[src/rtl/pes_pkg.sv]
// ----------------------------------------------------------------------------
// Periodic event scheduler package
// Shared constants, types and the command/status structs.
// ----------------------------------------------------------------------------
package pes_pkg;

   localparam int CAPACITY = 1024;
   localparam int ADDR_W   = $clog2(CAPACITY);
   localparam int COUNT_W  = $clog2(CAPACITY + 1);
   localparam int ENTRY_W  = 64;

   localparam logic [1:0] STATUS_OK    = 2'd0;
   localparam logic [1:0] STATUS_EMPTY = 2'd1;
   localparam logic [1:0] STATUS_FULL  = 2'd2;

   localparam logic MODE_REGISTER = 1'b0;
   localparam logic MODE_FIRE     = 1'b1;

   typedef enum logic [3:0] {
      ST_IDLE,
      ST_DISPATCH,
      ST_UP_RD,
      ST_UP_CMP,
      ST_FIRE_WAIT,
      ST_DN_RDL,
      ST_DN_RDR,
      ST_DN_CMP,
      ST_RESP
   } state_type;

   // Commands from the controller to the datapath.
   typedef struct packed {
      logic load;        // capture request fields
      logic up_init;     // new entry travels from slot count, count++
      logic up_rd;       // read parent of pos
      logic up_move;     // parent moves down into pos, pos = parent
      logic up_place;    // travelling entry written at pos
      logic fire_rd;     // read root
      logic fire_upd;    // travelling entry = root with next time, pos = 0
      logic dn_rdl;      // read left child
      logic dn_capl;     // capture left child data
      logic dn_rdr;      // read right child
      logic dn_move;     // smaller child moves up into pos, pos = child
      logic dn_place;    // travelling entry written at pos
      logic set_full;
      logic set_empty;
   } cmd_type;

   typedef struct packed {
      logic mode;
      logic full;
      logic empty;
      logic up_done;   // pos is root
      logic up_less;   // travelling entry below the parent just read
      logic dn_leaf;   // no left child
      logic has_right;
      logic dn_stay;   // neither child is below the travelling entry
   } stat_type;

endpackage

[src/rtl/pes_ctrl.sv]
// ----------------------------------------------------------------------------
// Scheduler controller
// Sequences register (sift up) and fire (sift down) transactions.
// ----------------------------------------------------------------------------
module pes_ctrl import pes_pkg::*; (
   input  logic     clock,
   input  logic     reset,
   input  logic     req_valid,
   output logic     req_ready,
   output logic     rsp_valid,
   input  logic     rsp_ready,
   output cmd_type  cmd,
   input  stat_type stat,
   output logic     busy
);
   state_type state_ff, state_in;

   always_ff @(posedge clock) begin
      if (reset) begin
         state_ff <= ST_IDLE;
      end else begin
         state_ff <= state_in;
      end
   end

   always_comb begin
      state_in  = state_ff;
      cmd       = '0;
      req_ready = 1'b0;
      rsp_valid = 1'b0;
      busy      = 1'b1;
      unique case (state_ff)
         ST_IDLE: begin
            busy      = 1'b0;
            req_ready = 1'b1;
            if (req_valid) begin
               cmd.load = 1'b1;
               state_in = ST_DISPATCH;
            end
         end
         ST_DISPATCH: begin
            // Dispatch on the captured mode.
            if (stat.mode == MODE_FIRE) begin
               if (stat.empty) begin
                  cmd.set_empty = 1'b1;
                  state_in      = ST_RESP;
               end else begin
                  cmd.fire_rd = 1'b1;
                  state_in    = ST_FIRE_WAIT;
               end
            end else if (stat.full) begin
               cmd.set_full = 1'b1;
               state_in     = ST_RESP;
            end else begin
               cmd.up_init = 1'b1;
               state_in    = ST_UP_RD;
            end
         end
         ST_UP_RD: begin
            if (stat.up_done) begin
               cmd.up_place = 1'b1;
               state_in     = ST_RESP;
            end else begin
               cmd.up_rd = 1'b1;
               state_in  = ST_UP_CMP;
            end
         end
         ST_UP_CMP: begin
            if (stat.up_less) begin
               cmd.up_move = 1'b1;
               state_in    = ST_UP_RD;
            end else begin
               cmd.up_place = 1'b1;
               state_in     = ST_RESP;
            end
         end
         ST_FIRE_WAIT: begin
            cmd.fire_upd = 1'b1;
            state_in     = ST_DN_RDL;
         end
         ST_DN_RDL: begin
            if (stat.dn_leaf) begin
               cmd.dn_place = 1'b1;
               state_in     = ST_RESP;
            end else begin
               cmd.dn_rdl = 1'b1;
               state_in   = ST_DN_RDR;
            end
         end
         ST_DN_RDR: begin
            cmd.dn_capl = 1'b1;
            cmd.dn_rdr  = stat.has_right;
            state_in    = ST_DN_CMP;
         end
         ST_DN_CMP: begin
            if (stat.dn_stay) begin
               cmd.dn_place = 1'b1;
               state_in     = ST_RESP;
            end else begin
               cmd.dn_move = 1'b1;
               state_in    = ST_DN_RDL;
            end
         end
         ST_RESP: begin
            rsp_valid = 1'b1;
            if (rsp_ready) state_in = ST_IDLE;
         end
         default: state_in = ST_IDLE;
      endcase
   end
endmodule
[config.mk]
export PLATFORM = sky130hd
export DESIGN_NAME = pes_ctrl
export DESIGN_NICKNAME = d
export VERILOG_FILES = /design/src/rtl/pes_pkg.sv /design/src/rtl/pes_ctrl.sv
export SDC_FILE = /design/constraint.sdc
export NUM_CORES = 1
export LEC_CHECK = 0
export ABC_AREA = 1
export BUFFER_PORTS_ARGS = -buffer_cell sky130_fd_sc_hd__buf_2
export CORE_AREA = 2 2 39 41
export DETAILED_ROUTE_END_ITERATION = 8
export DIE_AREA = 0 0 41 43
export HOLD_SLACK_MARGIN = 0.05
export PLACE_DENSITY = 0.77
export SLEW_MARGIN = 20
export SYNTH_ARGS = -nofsm -noshare
export SYNTH_HDL_FRONTEND = slang
export SYNTH_SLANG_ARGS = --single-unit
export TNS_END_PERCENT = 100
[constraint.sdc]
create_clock -name clock -period 2.8 [get_ports clock]
set_input_delay 0.28 -clock clock [delete_from_list [all_inputs] [get_ports clock]]
set_output_delay 0.28 -clock clock [all_outputs]
set_load 0.01 [all_outputs]
Word level (Yosys, flattened, before mapping). Index checks and enable logic that the tools add are counted.

Output and inout bits: 17. Logic and storage cells: 55. Flip-flop bits (word level): 4. Input port bits: 12.

Mux-type cells: 42. Reduce and logical (&&, ||, !) cells: 2. Equal/unequal tests: 10.

Operators by type and width (number): $mux W4 (9); $pmux W4 S9 (1); $mux W1 (28); $eq A4 B3 Y1 const B (4); $eq A4 B2 Y1 const B (2); $eq A4 B1 Y1 const B (1); $eq A4 B4 Y1 const B (1); $logic_not A4 Y1 (1); $mux W2 (2); $ne A2 B2 Y1 const B (2); $pmux W1 S2 (2); $reduce_and A2 Y1 (1).

Depth between registers and ports, before layout. Gate-level depths: netlist of run 1.

Depth after elaboration: 3. Gate-level depth with buffers: 8. Depth with buffers taken out: 8.

Worst setup path after synthesis of run 1. Ideal clock, no wire load.

Path kind: flip-flop to output port. Start point: register state_ff[0]. End point: output cmd[1] (netlist bit). Cell stages (with the launch flop): 5. Path slack: 1610 ps. Buffers on the path: 0. Data arrival time: 910 ps. Data required time: 2520 ps. Path through: dfxtp_1 inv_2 nor2_4 nand2_1 nor3_1.

RTL lines: start, declared (line pes_ctrl.sv:16) `state_type state_ff, state_in;`; start signal, assigned (line pes_ctrl.sv:22) `state_ff <= state_in;`; end, declared (line pes_ctrl.sv:12) `output cmd_type cmd,`.

==> flow_summary.ini, run 1 <==
[timing]
fin_worst_skew_ns = 0.002101
hold_viol = 0
fin_tns_setup_ns = 0
min_period_ns = 1.502
rsz0062_at_grt = false
slew_headroom_pct = 83.17
worst-slew-pin-transition_ns = 0.2521
min_period_over_period_pct = 53.63
setup_viol = 0
whs_ns = 0.2614
clock.fmax_ghz = 0.6659
maxSlewViolCount = 0
layout_setup_ws_ns = 1.298

[floorplan]
fp.dieW_um = 41
rows = 14
die-area_um2 = 1763
top_level_ports = 29
start_util_pct = 31.46
core_area_um2 = 1384
die_y_um = 43

[power]
leakagePower_nw = 0.4379
ir_drop_mv = 0.2885
powerDensity_nw_per_um2 = 492.3

[clock_tree]
cts_setup_buffers = 0
htreeDepth = 1
path_clk_slew_ns = 0.04
cts_tree = done
numCtsBuffers = 3
clockBufferDepth = 2
hold_buffers = 0
clock_latency_ns = 0.23
cts-root-buf = clkbuf_4
numClockSinks = 4
cts-resized-gates = 0

[detailed_routing]
num_vias = 564
vias_per_cell = 4.406
drc = 0
ant_nets = 0
wl_per_cell_um = 8.133
first_pass_iters = 4
drtIter0Drc = 4
wl_mm = 1.041

[logic_synthesis]
yosysWarningCount = 0
synth_top_area_share_pct = 18.39
netlist_top_cells_count = 21 x inv_1, 15 x nor2_1, 13 x nand2_1
ys_seq_elements = 4
synth_edf_count = 0
synth_area_um2 = 435.4
syn_inst = 81
yosys.area.top_type = dfxtp_1
ys_types = 16
synth_nets = 93
synth_seq_area_share_pct = 18.39
yosysMostFrequentCell = inv_1
synth_area_leaders = dfxtp_1 18%, inv_1 18%, nor2_1 13%
syn_avg_cell_area_um2 = 5.376
synthArstFlopShare_pct = 0
synthFlopType = dfxtp_1

[global_route]
antenna_found_initial = 0
grt-ovfl-total = 0
grt_max_degree = 10
grt_pass1_vias = 462
grt_pass1_wl_mm = 1.628
track_usage_pct = 13.25

[placed_design]
gp_congestion = 0.7472
dp_hpwl_um = 913
dpl_worst_slack_ns = 1.550
port_buffers = 28

[finish]
nFillCells = 168
top_regs = state_ff: 4 flops
final_core_util_pct = 44.67
layout.nets = 126
regMostFlops = state_ff
regArea_um2 = 80.08
syn_to_final_growth_pct = 41.95
diodes = 0
drive_above_1_share_pct = 35.71
multi_input_area_um2 = 265.3
largest_reg_flops = 4

[worst_setup_path]
cp-end-kind = primary output
required_ns = 2.52
crit_fanout = 9
cp.arrival_ns = 1.22
crit_type = reg2out
startpoint_type = register

[hold_path]
hp-class = in2reg

[job]
max_cap_viol_count = 0

[status]
status = finished, final reports clean
-- critical path: stages (launching register included) --
cell	delay, ns
dfxtp_1	0.35
nor2_4	0.23
nand2_1	0.12
nor3_1	0.14
buf_2	0.15
-- stage by stage --
| stage | total power, W | cells | cell area, µm² |
|---|---|---|---|
| finish | 0.0003043 | 128 | 618.1 |
| CTS | 0.0003086 | 128 | 618.1 |
| detailed placement | 0.0002360 | 125 | 595.6 |
| floorplan | 0.0001846 | 81 | 435.4 |
| global placement | 0.0002340 | 125 | 595.6 |
| global route | 0.0003328 | 128 | 618.1 |
-- report_power, final --
part	switching [W]	internal (W)	total [W]
Clock	0.0000216	0.0000478	0.0000694
Combinational	0.0000953	0.0000584	0.000154
Sequential	0.0000145	0.0000667	0.0000812
Total	0.000131	0.000173	0.000304
-- cell type report --
class / instances / share of cell area (%)
clock buffer: 3 / 3.644
inverter: 24 / 14.57
multi-input combinational: 53 / 42.91
sequential: 4 / 12.96
tap: 16 / 3.239
timing repair buffer: 28 / 22.67
-- final timing paths --
kind                     from          end  slack [ns]  cells after the start
setup / recovery  state_ff[2]       cmd[1]        1.30                      4
hold / removal          reset  state_ff[1]        0.26                      2
setup reg to reg  state_ff[3]  state_ff[3]        1.70                      7
hold reg to reg   state_ff[0]  state_ff[0]        0.71                      2
-- cells by family (layout without fill, tap and decap cells) --
kind of cell / count (synthesis) / after routing / synth area share [%]
and+or+nand+nor: 49 / 49 / 55.75
AOI/OAI and AO/OA: 4 / 4 / 5.172
DFF: 4 / 4 / 18.39
buffers and inverters: 24 / 55 / 20.69
-- routing by layer --
layer | vias up | global-route usage (%) | routed length, µm
met2 | 16 | 19.38 | 474
met5 | - | 0 | 0
met4 | 0 | 8.000 | 0
li1 | 306 | - | -
met1 | 242 | 17.68 | 500
met3 | 0 | 1.571 | 65
-- placed cells by master, fill, tap and decap left out, drive strengths merged --
| cell type | synthesis | final |
|---|---|---|
| buf | 0 | 28 |
| inv | 24 | 24 |
| nor2 | 20 | 20 |
| nand2 | 14 | 14 |
| nand3 | 10 | 10 |
| dfxtp | 4 | 4 |
| clkbuf | 0 | 3 |
| nor3 | 2 | 2 |
| o21ai | 2 | 2 |
| nand4 | 1 | 1 |
| nand3b | 1 | 1 |
| a21oi | 1 | 1 |
| or2 | 1 | 1 |
| o21a | 1 | 1 |
Power figures use the tool's default switching activity.
==> run 2, diff against run 1 <==
Settings changed: ABC_AREA 1 to 0.
Clock period 2.8 ns to 1.32 ns, I/O delays scaled along.
==> run 2 against run 1 <==
Compared with the run above:
- the flow now finishes with violations (negative setup slack)
- sequential power increased by 69%
- non-clock buffer count rose by 18
- final cell count shrank 7.8%
- power up 88%
- global-route usage is 4.6 points higher
- combinational power rose by 82%
- critical path depth is the same
- core utilization is 15 points higher
- clock skew up 0.0022 ns
- critical endpoint is now cmd[0]
- largest cell class unchanged
==> flow_summary.ini, run 2 <==
[placed_design]
port_buffers = 28
dp_hpwl_mm = 1.011
gp_congestion = 0.7726
dpl_worst_slack_ns = -0.1153
placedCellCount = 107
dpl_cell_area_um2 = 633.1

[logic_synthesis]
yosys.area.top_type = dfxtp_1
syn_avg_cell_area_um2 = 7.024
synth_top_family_by_area = simple AND/OR/NAND/NOR gates
synthAdderAreaFrac_pct = 0
synthArstFlopShare_pct = 0
netlist_top_cells_count = 6 x nor2_1, 6 x nor3_1, 5 x inv_1, 5 x nand2b_1
synth-simple-area-share_pct = 48.13
synth_top_area_share_pct = 20.00
syn_inst = 57
yosysWarningCount = 0
synth_edf_count = 0
synth_mux_area_share_pct = 2.500
synth_seq_area_share_pct = 20.00
synth_area_um2 = 400.4
synth_area_leaders = dfxtp_1 20%, nand2b_1 7.8%, nor3_1 7.5%
ys_seq_elements = 4
ys_types = 23
synthFlopType = dfxtp_1
synth_nets = 69
synth-xor-area-share_pct = 0
synth-compound-area-share_pct = 19.06

[finish]
drive_above_1_share_pct = 69.61
nFillCells = 147
postLayoutCellArea_um2 = 827.0
top_regs = state_ff: 4 flops
final_common_cell = buf_2
regMostFlops = state_ff
layout.nets = 116
final_cells = 118
final_core_util_pct = 59.76
diodes = 0
largest_reg_flops = 4
syn_to_final_growth_pct = 106.6
final_cell_mix = 27 x buf_2, 15 x buf_4, 5 x inv_1

[timing]
rsz0062_at_grt = true
layout_setup_ws_ns = -0.3144
maxSlewViolCount = 0
min_period_ns = 1.634
fin_tns_setup_ns = -2.347
slew_headroom_pct = 82.05
worst-slew-pin-transition_ns = 0.2668
fin_worst_skew_ns = 0.004282
clock.fmax_ghz = 0.6119
hold_viol = 0
min_period_over_period_pct = 123.8
setup_viol = 17

[floorplan]
die_y_um = 43
top_level_ports = 29
rows = 14
die-area_um2 = 1763
start_util_pct = 28.93
core_area_um2 = 1384
fp.dieW_um = 41

[hold_path]
hp-class = in2reg

[power]
ir_drop_mv = 0.2827
powerDensity_nw_per_um2 = 691.5
leakagePower_nw = 0.4074

[worst_setup_path]
path_buf_inv = 2
crit_fanout = 4
slowest_delay_ns = 0.59
required_ns = 1.19
crit_type = reg2out
critical-path-top-delay-family = simple AND/OR/NAND/NOR gates
startpoint_type = register
worst_path_max_delay_cell = or4b_4
worstPathCellList = or4b_4 -> buf_4 -> nor2_4 -> buf_6
cp-end-kind = primary output
cp.arrival_ns = 1.50

[clock_tree]
path_clk_slew_ns = 0.04
clockBufferDepth = 2
cts_tree = done
clock_latency_ns = 0.24
numClockSinks = 4
cts-root-buf = clkbuf_4
hold_buffers = 0
htreeDepth = 1
numCtsBuffers = 3

[detailed_routing]
drtIter0Drc = 0
first_pass_iters = 1
vias_per_cell = 4.932
drc = 0
wl_mm = 1.592
ant_nets = 0
num_vias = 582
wl_per_cell_um = 13.49

[status]
status = complete, but fails checks
violations = negative setup slack

[global_route]
grt-ovfl-total = 0
grt_max_degree = 11
track_usage_pct = 17.85
grt_pass1_wl_mm = 2.152
grt_pass1_vias = 551
antenna_found_initial = 0

[job]
max_cap_viol_count = 0
[run 2: changes by cell type after synthesis, sizes merged, moves of 5 or more]
cell	previous run	this run
inv	24	5
nor2	20	6
nand2	14	3
nand3	10	0
nand2b	0	5
[run 2: metrics by stage]
stage	hold slack (ns)	power (W)
global placement	0.3790	0.0003359
finish	0.1136	0.0005719
CTS	0.1239	0.0005287
detailed placement	0.3772	0.0003421
floorplan	0.2355	0.0002559
global route	0.1219	0.0006011
[run 2: layer usage]
layer	vias to the layer above	GRT usage [%]	wire, µm
met2	25	33.13	962
met1	263	18.27	525
met5	-	0	0
met4	0	8.000	17
met3	2	1.571	87
li1	292	-	-
[run 2: layout make-up]
| type | instances | area, µm² | share of cell area [%] |
|---|---|---|---|
| Multi-Input combinational cell | 44 | 390.4 | 47.20 |
| Timing Repair Buffer | 46 | 292.8 | 35.40 |
| Sequential cell | 4 | 82.58 | 9.985 |
| Clock buffer | 3 | 22.52 | 2.723 |
| Tap cell | 16 | 20.02 | 2.421 |
| Inverter | 5 | 18.77 | 2.269 |
[run 2: kinds of logic (layout without fill, tap and decap cells)]
kind of cell           Yosys count  count (layout)
buffers and inverters            9              54
multiplexers                     1               1
flip-flops                       4               4
AND/OR/NAND/NOR                 32              32
AO/OA/AOI/OAI                   11              11
[run 2: final timing paths]
| check | slack, ns | from | end | depth (start not counted) |
|---|---|---|---|---|
| max | -0.31 | state_ff[1] | cmd[0] | 4 |
| max reg2reg | -0.18 | state_ff[1] | state_ff[3] | 6 |
| min reg2reg | 0.58 | state_ff[3] | state_ff[1] | 2 |
| min | 0.11 | reset | state_ff[1] | 2 |
[run 2: timing repair]
| item | in CTS | in global routing |
|---|---|---|
| gates resized for setup | 13 | 14 |
| endpoints found under the hold margin | 0 | 0 |
| buffers inserted | 5 | 4 |
| gates cloned | 0 | 0 |
| pin swaps | 5 | 5 |
| setup endpoints to repair | 18 | 19 |
[run 2: where the power goes]
part	leakage (nW)	total (W)	switching, W	internal [W]
clock	0.0138	0.000155	0.0000532	0.000102
sequential	0.0336	0.000137	0.00000625	0.000130
combinational	0.360	0.000280	0.000142	0.000138
[run 2: worst reg2reg max path, stage by stage (launching register included)]
cell and delay, ns:
dfxtp_2 0.31, or4b_4 0.59, buf_4 0.17, nor2_4 0.09
buf_4 0.11, nor4_1 0.04, o2bb2ai_1 0.12
